### src/rtl/core/rse_pkg.sv
`timescale 1ns / 1ps
// ----------------------------------------------------------------------------
// ROI squared error statistics - shared package
// Payload structs, register indexes, defaults and widths.
// ----------------------------------------------------------------------------
package rse_pkg;

  localparam int MaxDimDefault    = 4096;
  localparam int PixelBitsDefault = 8;

  localparam logic [1:0] REG_ROW_START = 2'd0;
  localparam logic [1:0] REG_COL_START = 2'd1;
  localparam logic [1:0] REG_ROW_END   = 2'd2;
  localparam logic [1:0] REG_COL_END   = 2'd3;

  localparam logic [11:0] ROW_START_RST = 12'd50;
  localparam logic [11:0] COL_START_RST = 12'd150;
  localparam logic [12:0] ROW_END_RST   = 13'd450;
  localparam logic [12:0] COL_END_RST   = 13'd350;

  typedef struct packed {
    logic [7:0]  truth_pixel;
    logic [7:0]  test_pixel;
    logic [11:0] row;
    logic [11:0] col;
    logic        frame_end;
  } in_item_t;

  typedef struct packed {
    logic        is_summary;
    logic [15:0] sq_error;
    logic [23:0] mean_q8;
    logic [47:0] variance_q8;
    logic [24:0] mismatch_count;
    logic [16:0] error_rate_q16;
    logic        roi_invalid;
    logic        last;
  } out_item_t;

  // frame totals handed from the front end to the back end
  typedef struct packed {
    logic [39:0] sum;
    logic [56:0] sumsq;
    logic [24:0] count;
    logic [24:0] area;
    logic        invalid;
  } frame_tot_t;

  typedef enum logic [2:0] {
    BE_IDLE,
    BE_MUL,
    BE_DIV,
    BE_OUT
  } be_state_t;

endpackage

### src/rtl/core/rse_front.sv
`timescale 1ns / 1ps
// ----------------------------------------------------------------------------
// ROI squared error statistics - front end
// Region test, squared error, accumulation and pixel results.
// ----------------------------------------------------------------------------
module rse_front #(
  parameter int MaxDim    = rse_pkg::MaxDimDefault,
  parameter int PixelBits = rse_pkg::PixelBitsDefault
) (
  input  logic                clk,
  input  logic                rst,
  input  logic                in_valid,
  input  rse_pkg::in_item_t   in_item,
  input  logic [11:0]         row_start,
  input  logic [11:0]         col_start,
  input  logic [12:0]         row_end,
  input  logic [12:0]         col_end,
  output logic                pix_valid,
  output logic [15:0]         pix_sq,
  output logic                pix_fend,
  output logic                tot_valid,
  output rse_pkg::frame_tot_t tot
);
  localparam logic [12:0] DimLim = 13'(MaxDim);

  logic [PixelBits-1:0] a, b, d;
  logic [12:0] re, ce;
  logic        in_roi;
  logic [15:0] sq;
  logic [31:0] sq2;
  logic [39:0] sum, sum_next;
  logic [56:0] sumsq, sumsq_next;
  logic [24:0] count, count_next;
  logic [12:0] dr, dc;
  logic        inv;

  assign a  = in_item.truth_pixel[PixelBits-1:0];
  assign b  = in_item.test_pixel[PixelBits-1:0];
  assign d  = (a >= b) ? a - b : b - a;
  assign re = (row_end > DimLim) ? DimLim : row_end;
  assign ce = (col_end > DimLim) ? DimLim : col_end;
  assign in_roi = ({1'b0, in_item.row} >= {1'b0, row_start}) && ({1'b0, in_item.row} < re)
               && ({1'b0, in_item.col} >= {1'b0, col_start}) && ({1'b0, in_item.col} < ce);
  assign sq  = in_roi ? 16'(d) * 16'(d) : 16'd0;
  assign sq2 = 32'(sq) * 32'(sq);

  assign sum_next   = sum + 40'(sq);
  assign sumsq_next = sumsq + 57'(sq2);
  assign count_next = count + 25'(in_roi && (d != '0));

  assign inv = (re <= {1'b0, row_start}) || (ce <= {1'b0, col_start});
  assign dr  = re - {1'b0, row_start};
  assign dc  = ce - {1'b0, col_start};

  always_ff @(posedge clk) begin
    if (rst) begin
      sum       <= '0;
      sumsq     <= '0;
      count     <= '0;
      pix_valid <= 1'b0;
      tot_valid <= 1'b0;
    end else begin
      pix_valid <= in_valid;
      tot_valid <= in_valid && in_item.frame_end;
      if (in_valid) begin
        if (in_item.frame_end) begin
          sum   <= '0;
          sumsq <= '0;
          count <= '0;
        end else begin
          sum   <= sum_next;
          sumsq <= sumsq_next;
          count <= count_next;
        end
      end
    end
  end

  always_ff @(posedge clk) begin
    pix_sq      <= sq;
    pix_fend    <= in_item.frame_end;
    tot.sum     <= sum_next;
    tot.sumsq   <= sumsq_next;
    tot.count   <= count_next;
    tot.invalid <= inv;
    tot.area    <= inv ? 25'd0 : 25'(26'(dr) * 26'(dc));
  end
endmodule

### config.mk
export PLATFORM = sky130hd
export DESIGN_NAME = rse_front
export DESIGN_NICKNAME = d
export VERILOG_FILES = /design/src/rtl/core/rse_pkg.sv /design/src/rtl/core/rse_front.sv
export SDC_FILE = /design/constraint.sdc
export NUM_CORES = 1
export LEC_CHECK = 0
export ABC_CLOCK_PERIOD_IN_PS = 29900
export BUFFER_PORTS_ARGS = -buffer_cell sky130_fd_sc_hd__clkbuf_2
export CORE_MARGIN = 5
export CORE_UTILIZATION = 60
export DETAILED_ROUTE_END_ITERATION = 8
export MAX_ROUTING_LAYER = met4
export PLACE_DENSITY = 0.8
export RECOVER_POWER = 100
export SYNTH_ARGS = -nofsm -noshare
export SYNTH_HDL_FRONTEND = slang
export SYNTH_SLANG_ARGS = --single-unit
export TNS_END_PERCENT = 100
### constraint.sdc
create_clock -name clk -period 29.9 [get_ports clk]
set_input_delay 5.98 -clock clk [delete_from_list [all_inputs] [get_ports clk]]
set_output_delay 5.98 -clock clk [all_outputs]
set_load 0.03 [all_outputs]
==> results of run 1 <==
report_power, final:
part	switching (mW)	leakage [nW]	internal, mW
Combinational	1.76	12.8	1.15
Clock	0.160	0.527	0.247
Sequential	0.0148	2.33	0.425
Total	1.93	15.6	1.82
layer usage:
metal  part of all wire (%)  GRT usage, %  wire (um)  up-vias
li1                       -             -          -    11100
met1                     41          36.8      29900    11300
met2                     48          47.6      35300      899
met3                    6.3          3.45       4600      172
met4                    4.1          9.91       3000        0
met5                      0             -          0        -
sequential cells by signal, summed over array words and instances, names as in the netlist:
register / count
tot: 148
sumsq: 57
sum: 40
count: 25
pix_sq: 15
pix_fend: 1
pix_valid: 1
tot_valid: 1
placed cells by master, fill, tap and decap left out, types with 8 or more instances in the layout:
| master | count |
|---|---|
| clkbuf_2 | 88 |
| a22o_1 | 23 |
| and4_1 | 8 |
| o21bai_1 | 11 |
| nor2b_1 | 30 |
| nor2_1 | 273 |
| and3_1 | 34 |
| a31oi_1 | 31 |
| xor2_1 | 86 |
| and2_1 | 27 |
| nand2b_1 | 45 |
| dfxtp_1 | 288 |
| xnor2_1 | 95 |
| clkbuf_16 | 31 |
| a211oi_1 | 23 |
| fa_1 | 317 |
| o21a_1 | 19 |
| or2_2 | 16 |
| a21oi_1 | 143 |
| o31ai_1 | 10 |
| buf_4 | 19 |
| nand4_1 | 22 |
| inv_1 | 564 |
| ha_1 | 318 |
| clkbuf_1 | 176 |
| nand3_1 | 71 |
| nor3_1 | 58 |
| o21ai_0 | 108 |
| or3_1 | 33 |
| nand2_1 | 277 |
| or4_1 | 8 |
| a21o_1 | 62 |
| a22oi_1 | 40 |
| o211ai_1 | 16 |
worst min-delay path by stage:
stage	cells past startpoint	slack, ps	end	from
floorplan	2	430	sum[10]	sum[10]
global placement	2	450	sum[0]	sum[0]
detailed placement	2	460	count[0]	count[0]
CTS	2	470	count[0]	count[0]
global route	2	500	count[0]	count[0]
finish	2	470	count[0]	count[0]
worst register-to-register path, cell delays in order, from the launching register on:
cell and delay, ps:
dfxtp_1 390, inv_1 90, fa_1 590, fa_1 440, fa_1 490, inv_1 60, fa_1 490, ha_1 420
nand4_1 160, a21oi_1 140, o21ai_0 290, a2111oi_0 1040, o21ai_0 560, a21oi_1 550, nand2_1 160, a31o_2 260
cells by family (layout without fill, tap and decap cells):
kind of cell	Yosys count	after routing	share of synthesized area, %
adder cells (fa/ha/maj)	635	635	36.2
buffers and inverters	686	907	9.21
AO/OA/AOI/OAI	553	553	12.8
AND/OR/NAND/NOR	938	938	15.5
other	1	3	0.0132
multiplexers	8	8	0.290
XOR/XNOR	183	183	5.72
flip-flops	288	288	20.2
cell type report:
cell class	instances	area share (%)
timing repair buffer	280	3.97
sequential	288	18.6
tap	607	2.44
inverter	572	6.91
clock inverter	18	0.850
multi-input combinational	2320	64.6
clock buffer	37	2.63
stage by stage:
| step | cell area, um2 | cells | worst slack [ps] | power, mW |
|---|---|---|---|---|
| 2_1_floorplan | 28500 | 3294 | 12040 | 2.69 |
| 3_3_place_gp | 30300 | 4067 | 10990 | 3.28 |
| 3_5_place_dp | 30300 | 4067 | 10560 | 3.34 |
| 4_1_cts | 31300 | 4122 | 11110 | 3.77 |
| 5_1_grt | 31100 | 4122 | 8320 | 4.21 |
| 6_report | 31100 | 4122 | 9400 | 3.75 |
==> impl_metrics.env, run 1 <==
export IMPL_die_w_um=228
export IMPL_syn_to_final_growth_pct=9.02
export IMPL_postCtsSetupRepairBufs=0
export IMPL_diodes=0
export IMPL_antenna_found_initial=1
export IMPL_cpPeakStageDelay_ps=1290
export IMPL_hpwlAfterDp_um=57600
export IMPL_slowest_stage="xnor2_1"
export IMPL_slew_headroom_pct=-103
export IMPL_finalHoldViolCount=0
export IMPL_reg2reg_depth=15
export IMPL_cp_top_family="adder cells"
export IMPL_maxSlewViolCount=111
export IMPL_path_common_cell="fa_1"
export IMPL_cts_sinks=288
export IMPL_cts_buffers=30
export IMPL_timing_fmax_mhz=48.8
export IMPL_cellPowerDensity_nw_per_um2=121
export IMPL_violations="capacitance limit, slew limit"
export IMPL_crit_end="sumsq[49]"
export IMPL_clockRootBuffer="clkbuf_16"
export IMPL_synth_most_common_cell="inv_1"
export IMPL_die_area_um2=52000
export IMPL_yosys_warnings=0
export IMPL_drt_iter0_drc=1709
export IMPL_crit_required_ps=30360
export IMPL_multi_input_area_um2=20100
export IMPL_final_setup_tns_ps=0
export IMPL_gr_total_overflow=0
export IMPL_yosys_top_cells_area="fa_1, dfxtp_1, ha_1"
export IMPL_grtUsageTotal_pct=28.7
export IMPL_fin_crit_sh_pct=68.5
export IMPL_path_buf_inv=8
export IMPL_cts_tree="yes"
export IMPL_critical_path_arrival_ps=20960
export IMPL_crit_reg2reg_capture="sumsq[49]"
export IMPL_drv_cap=3
export IMPL_yosys_register_bits=288
export IMPL_r2r_setup_slack_ps=23680
export IMPL_via_count=23500
export IMPL_synth_edf_count=0
export IMPL_cp_depth=44
export IMPL_synth_flop_cell="dfxtp_1"
export IMPL_cts_resized=0
export IMPL_endpoint_kind="register"
export IMPL_rsz0062_at_grt="no"
export IMPL_worst_setup_path_start_kind="input port"
export IMPL_ios=261
export IMPL_numPortBuffers=259
export IMPL_skew_ps=21.2
export IMPL_hold_slack_ps=472
export IMPL_drive_gt1_share_pct=5.46
export IMPL_cts_hold_buffers=0
export IMPL_postSynthCellCount=3292
export IMPL_via_per_inst=5.70
export IMPL_clock_latency_ps=560
export IMPL_path_max_fanout=21
export IMPL_cts_max_level=1
export IMPL_crit_type="in2reg"
export IMPL_postSynth_asyncResetShare_pct=0
export IMPL_setup_violations=0
export IMPL_yosysUniqueCellTypes=85
export IMPL_start_util_pct=61.0
export IMPL_syn_avg_cell_area_um2=8.66
export IMPL_fillers=3922
export IMPL_reg2reg_from="sumsq[11]"
export IMPL_drt_first_pass_iters=5
export IMPL_first_global_vias=23800
export IMPL_synth_top_cell_by_area="fa_1"
export IMPL_fin_util_pct=66.5
export IMPL_place_congestion=0.990
export IMPL_outcome="finished with violations"
export IMPL_grt_start_max_net_pins=75
export IMPL_synth_cell_area_um2=28500
export IMPL_synthTopCellsByCount="inv_1, ha_1, fa_1, dfxtp_1, nand2_1"
export IMPL_totalWireLength_um=72800
export IMPL_hold_class="reg2reg"
export IMPL_grt_pass1_wl_um=121000
export IMPL_drt_antenna_violating_nets=0
export IMPL_synth_top_area_share_pct=22.3
export IMPL_crit_path_start="in_item[33]"
export IMPL_rows=79
export IMPL_fin_crit_ps=20500
export IMPL_route_detailed_drc=0
export IMPL_die_h_um=228
export IMPL_cts_max_path_buffers=3
export IMPL_worst_pin_slew_ps=3050
export IMPL_yosysSeqAreaShare_pct=20.2
export IMPL_wl_per_cell_um=17.7
export IMPL_p_leak_nw=15.6
export IMPL_seq_area_um2=5770
export IMPL_peakVddDrop_uv=561
export IMPL_core_um2=46800
export IMPL_clkSlewWorstSetupHoldPaths_ps=60
export IMPL_nets=4221
Note: power is estimated with default switching activity, not from simulation.
==> inputs of run 2 (changes only) <==
--- a/config.mk
+++ b/config.mk
@@ -5,13 +5,13 @@
 export SDC_FILE = /design/constraint.sdc
 export NUM_CORES = 1
 export LEC_CHECK = 0
-export ABC_CLOCK_PERIOD_IN_PS = 29900
+export ABC_CLOCK_PERIOD_IN_PS = 18400
 export BUFFER_PORTS_ARGS = -buffer_cell sky130_fd_sc_hd__clkbuf_2
 export CORE_MARGIN = 5
-export CORE_UTILIZATION = 60
+export CORE_UTILIZATION = 56
 export DETAILED_ROUTE_END_ITERATION = 8
 export MAX_ROUTING_LAYER = met4
-export PLACE_DENSITY = 0.8
+export PLACE_DENSITY = 0.79
 export RECOVER_POWER = 100
 export SYNTH_ARGS = -nofsm -noshare
 export SYNTH_HDL_FRONTEND = slang
==> constraint.sdc (replaced) <==
create_clock -name clk -period 18.4 [get_ports clk]
set_input_delay 3.68 -clock clk [delete_from_list [all_inputs] [get_ports clk]]
set_output_delay 3.68 -clock clk [all_outputs]
set_load 0.03 [all_outputs]
==> run 2 against run 1 <==
Effect of this change:
- the run still ends with capacitance limit, slew limit left
- combinational power increased by 64%
- highest routed layer unchanged
- worst setup slack worse by 8100 ps
- worst hold slack gained 1.2 ps
- largest power group unchanged
- via count rose by 0.14%
- clock-buffer cell count grew 8
- register-to-register slack got worse by 11000 ps
==> impl_metrics.env, run 2 (synthesis gave the netlist of run 1 again) <==
export IMPL_clkSlewWorstSetupHoldPaths_ps=60
export IMPL_cts_sinks=288
export IMPL_ios=261
export IMPL_fin_crit_sh_pct=92.7
export IMPL_rsz0062_at_grt="no"
export IMPL_postCtsSetupRepairBufs=0
export IMPL_crit_reg2reg_capture="sumsq[53]"
export IMPL_skew_ps=20.0
export IMPL_p_leak_nw=15.7
export IMPL_violations="capacitance limit, slew limit"
export IMPL_maxSlewViolCount=93
export IMPL_cts_max_path_buffers=3
export IMPL_reg2reg_from="sumsq[10]"
export IMPL_clock_latency_ps=540
export IMPL_grt_start_max_net_pins=64
export IMPL_peakVddDrop_uv=1010
export IMPL_largest_reg_flops=148
export IMPL_final_setup_worst_slack_ps=1340
export IMPL_path_common_cell="fa_1"
export IMPL_grtUsageTotal_pct=26.9
export IMPL_finalHoldViolCount=0
export IMPL_hold_slack_ps=473
export IMPL_drt_antenna_violating_nets=0
export IMPL_nets=4226
export IMPL_endpoint_kind="register"
export IMPL_worst_setup_path_start_kind="input port"
export IMPL_cellPowerDensity_nw_per_um2=198
export IMPL_drt_iter0_drc=1654
export IMPL_via_count=23500
export IMPL_wl_per_cell_um=17.6
export IMPL_top_regs="tot (148), sumsq (57), sum (40)"
export IMPL_dpl_cell_area_um2=30400
export IMPL_cts_tree="yes"
export IMPL_totalWireLength_um=73800
export IMPL_rows=82
export IMPL_r2r_setup_slack_ps=12780
export IMPL_setup_violations=0
export IMPL_final_setup_tns_ps=0
export IMPL_crit_required_ps=18830
export IMPL_via_per_inst=5.61
export IMPL_critical_path_arrival_ps=17490
export IMPL_cts_max_level=2
export IMPL_cpPeakStageDelay_ps=840
export IMPL_finalInstanceArea_um2=31200
export IMPL_diodes=0
export IMPL_cts_hold_buffers=0
export IMPL_fin_crit_ps=17060
export IMPL_syn_to_final_growth_pct=9.61
export IMPL_min_to="sum[15]"
export IMPL_first_global_vias=23700
export IMPL_place_congestion=0.990
export IMPL_clockRootBuffer="clkbuf_16"
export IMPL_crit_type="in2reg"
export IMPL_cts_buffers=34
export IMPL_route_detailed_drc=0
export IMPL_die_area_um2=55500
export IMPL_gr_total_overflow=0
export IMPL_start_util_pct=56.7
export IMPL_place_worst_setup_slack_ps=1380
export IMPL_drive_gt1_share_pct=5.65
export IMPL_cts_resized=0
export IMPL_numPortBuffers=259
export IMPL_drv_cap=2
export IMPL_die_h_um=236
export IMPL_slowest_stage="o31ai_1"
export IMPL_core_um2=50300
export IMPL_outcome="finished with violations"
export IMPL_reg2reg_depth=15
export IMPL_path_max_fanout=11
export IMPL_grt_pass1_wl_um=120000
export IMPL_antenna_found_initial=1
export IMPL_final_cell_mix="inv_1, ha_1, fa_1"
export IMPL_hpwlAfterDp_um=57700
export IMPL_layout_commonest_cell="inv_1"
export IMPL_holdPathStages=2
export IMPL_hold_start="sum[15]"
export IMPL_die_w_um=236
export IMPL_slew_headroom_pct=-105
export IMPL_drt_first_pass_iters=6
export IMPL_hold_class="reg2reg"
export IMPL_largest_register="tot"
export IMPL_timing_fmax_mhz=58.6
export IMPL_worst_pin_slew_ps=3080
run 2: changes by cell type in the layout (fill, tap and decap cells not counted), sizes merged:
cell      delta
buf          -1
bufinv       -2
clkbuf      +10
clkinv       -2
clkinvlp     -1
inv          +2
run 2: per-layer routing:
metal / wire, um / GRT usage, % / vias up / part of all wire (%)
met5: 0 / - / - / 0
met4: 3470 / 10.3 / 0 / 4.7
met3: 5470 / 4.65 / 206 / 7.4
met2: 35300 / 44.3 / 939 / 48
met1: 29600 / 33.4 / 11200 / 40
li1: - / - / 11100 / -
run 2: worst max path at each step:
stage	to	cells after the start	start
after floorplan	sumsq[54]	47	in_item[33]
after global placement	sumsq[49]	47	in_item[33]
after detailed placement	sumsq[49]	47	in_item[33]
after CTS	sumsq[49]	47	in_item[33]
after global routing	sumsq[49]	46	in_item[33]
final	sumsq[49]	46	in_item[33]
run 2: critical path: cells and delay by family:
family                   cells  cell delay, ps
AND/OR/NAND/NOR             10            2260
XOR/XNOR                     1             340
buffers and inverters       10             900
AO/OA/AOI/OAI               11            3900
adder cells (fa/ha/maj)     14            6400
run 2: through the flow:
stage	instances	power, mW	utilization (%)
floorplan	3294	4.36	-
global placement	4133	5.37	60.4
detailed placement	4133	5.46	60.4
CTS	4193	6.21	62.7
global route	4193	6.89	62.1
finish	4193	6.19	62.1
run 2: cell type report:
type / instances / area (um2)
clock buffers: 45 / 942
multi-input cells: 2320 / 20100
inverters: 572 / 2150
repair buffers: 281 / 1240
clock inverters: 15 / 204
fillers: 4341 / 19000
flip-flops and latches: 288 / 5770
well taps: 672 / 841
run 2: power breakdown:
group	total [mW]	internal [mW]	switching (mW)
Combinational	4.78	1.90	2.88
Sequential	0.717	0.691	0.0255
Clock	0.696	0.420	0.276
==> inputs of run 3 (changes only) <==
--- a/config.mk
+++ b/config.mk
@@ -7,12 +7,14 @@
 export LEC_CHECK = 0
 export ABC_CLOCK_PERIOD_IN_PS = 18400
 export BUFFER_PORTS_ARGS = -buffer_cell sky130_fd_sc_hd__clkbuf_2
+export CORE_ASPECT_RATIO = 0.8
 export CORE_MARGIN = 5
-export CORE_UTILIZATION = 56
+export CORE_UTILIZATION = 50
 export DETAILED_ROUTE_END_ITERATION = 8
 export MAX_ROUTING_LAYER = met4
-export PLACE_DENSITY = 0.79
+export PLACE_DENSITY = 0.72
 export RECOVER_POWER = 100
+export SLEW_MARGIN = 30
 export SYNTH_ARGS = -nofsm -noshare
 export SYNTH_HDL_FRONTEND = slang
 export SYNTH_SLANG_ARGS = --single-unit
==> run 3 against run 2 <==
Effect of this change:
- the flow still finishes with violations (capacitance limit, slew limit)
- critical path depth grew 1
- final cell count grew 2.1%
- clock-buffer cell count shrank 8
- global-route usage shrank 2.9 points
- clock skew grew 10 ps
- critical path type unchanged
- critical endpoint unchanged
- largest cell class unchanged
- largest power group unchanged
==> impl_metrics.env, run 3 (synthesis gave the netlist of run 1 again) <==
export IMPL_outcome="finished with violations"
export IMPL_violations="capacitance limit, slew limit"
export IMPL_cts_max_level=1
export IMPL_diodes=0
export IMPL_cts_resized=0
export IMPL_grt_start_max_net_pins=62
export IMPL_totalWireLength_um=72800
export IMPL_finalHoldViolCount=0
export IMPL_drv_cap=2
export IMPL_routed_wl_met2_um=32400
export IMPL_cts_tree="yes"
export IMPL_cts_buffers=30
export IMPL_peakVddDrop_uv=1090
export IMPL_cts_sinks=288
export IMPL_setup_violations=0
export IMPL_dp_cells=4226
export IMPL_worst_setup_path_start_kind="input port"
export IMPL_fin_crit_ps=16890
export IMPL_worst_pin_slew_ps=3280
export IMPL_nets=4227
export IMPL_skew_ps=30.1
export IMPL_hpwlAfterDp_um=58300
export IMPL_via_count=23100
export IMPL_die_w_um=277
export IMPL_top_regs="tot (148), sumsq (57), sum (40)"
export IMPL_wl_per_cell_um=17.0
export IMPL_cts_hold_buffers=0
export IMPL_die_area_um2=61900
export IMPL_final_setup_tns_ps=0
export IMPL_final_cell_mix="inv_1, ha_1, fa_1"
export IMPL_largest_register="tot"
export IMPL_clkSlewWorstSetupHoldPaths_ps=70
export IMPL_dpl_cell_area_um2=30600
export IMPL_hold_class="reg2reg"
export IMPL_top_layer="met4"
export IMPL_endpoint_kind="register"
export IMPL_maxSlewViolCount=90
export IMPL_drt_antenna_violating_nets=0
export IMPL_core_um2=56600
export IMPL_clock_latency_ps=590
export IMPL_clockRootBuffer="clkbuf_16"
export IMPL_syn_to_final_growth_pct=9.95
export IMPL_finalInstanceArea_um2=31300
export IMPL_grtUsageTotal_pct=24.0
export IMPL_drive_gt1_share_pct=5.74
export IMPL_grt_pass1_wl_um=120000
export IMPL_rsz0062_at_grt="no"
export IMPL_first_global_vias=23100
export IMPL_drt_first_pass_iters=6
export IMPL_cts_max_path_buffers=3
export IMPL_drt_iter0_drc=1913
export IMPL_cellPowerDensity_nw_per_um2=195
export IMPL_critical_path_arrival_ps=17380
export IMPL_gr_total_overflow=0
export IMPL_crit_type="in2reg"
export IMPL_postCtsSetupRepairBufs=0
export IMPL_place_congestion=0.967
export IMPL_timing_fmax_mhz=59.2
export IMPL_start_util_pct=50.3
export IMPL_via_per_inst=5.39
export IMPL_ios=261
export IMPL_crit_required_ps=18890
export IMPL_path_max_fanout=12
export IMPL_slew_headroom_pct=-119
export IMPL_rows=78
export IMPL_wl_met1_um=33300
export IMPL_die_h_um=224
export IMPL_fin_crit_sh_pct=91.8
export IMPL_antenna_found_initial=0
export IMPL_wl_met3_um=5140
export IMPL_path_common_cell="fa_1"
export IMPL_numPortBuffers=259
export IMPL_hold_slack_ps=466
export IMPL_p_leak_nw=15.7
export IMPL_route_detailed_drc=0
export IMPL_instances_no_fill=4282
export IMPL_layout_commonest_cell="inv_1"
export IMPL_r2r_setup_slack_ps=12800
export IMPL_cpPeakStageDelay_ps=790
export IMPL_largest_reg_flops=148
export IMPL_slowest_stage="mux2i_1"
==> run 3: cell type report <==
cell class                      instances  area (um2)
Clock buffer                           37         807
Tap cell                              760         951
Multi-Input combinational cell       2320       20100
Timing Repair Buffer                  286        1280
Inverter                              572        2150
Clock inverter                         19         253
Fill cell                            5293       25300
Sequential cell                       288        5770
==> run 3: critical path, delay by kind of cell <==
family | cells | cell delay (ps)
buffers and inverters | 12 | 1800
and+or+nand+nor | 10 | 2040
AOI/OAI and AO/OA | 9 | 2890
xor gates and xnor gates | 1 | 100
muxes | 1 | 790
adders and majority gates | 14 | 6040
==> run 3: through the flow <==
step	util (%)	setup slack [ps]	power, mW
finish	55.4	1510	6.10
global route	55.4	751	6.86
CTS	55.8	2030	6.14
detailed placement	54.0	1430	5.46
global placement	53.9	1740	5.38
floorplan	-	2840	4.36
==> run 3: final timing paths <==
path	start	end	depth (start not counted)
worst max-delay path	in_item[33]	sumsq[49]	47
worst min-delay path	count[0]	count[0]	2
worst max register to register	sumsq[10]	sumsq[53]	15
worst min register to register	count[0]	count[0]	2
==> run 3: metal layers <==
metal | global-route usage [%] | vias to the layer above
met5 | - | -
met4 | 5.72 | 0
met3 | 3.70 | 125
met2 | 36.7 | 724
met1 | 33.9 | 11100
li1 | - | 11100
==> run 3: power by group <==
| part | total (mW) | internal (mW) | switching, mW | leakage, nW |
|---|---|---|---|---|
| Clock | 0.654 | 0.385 | 0.269 | 0.523 |
| Combinational | 4.74 | 1.85 | 2.89 | 12.8 |
| Sequential | 0.714 | 0.691 | 0.0232 | 2.33 |
| Total | 6.10 | 2.93 | 3.18 | 15.7 |
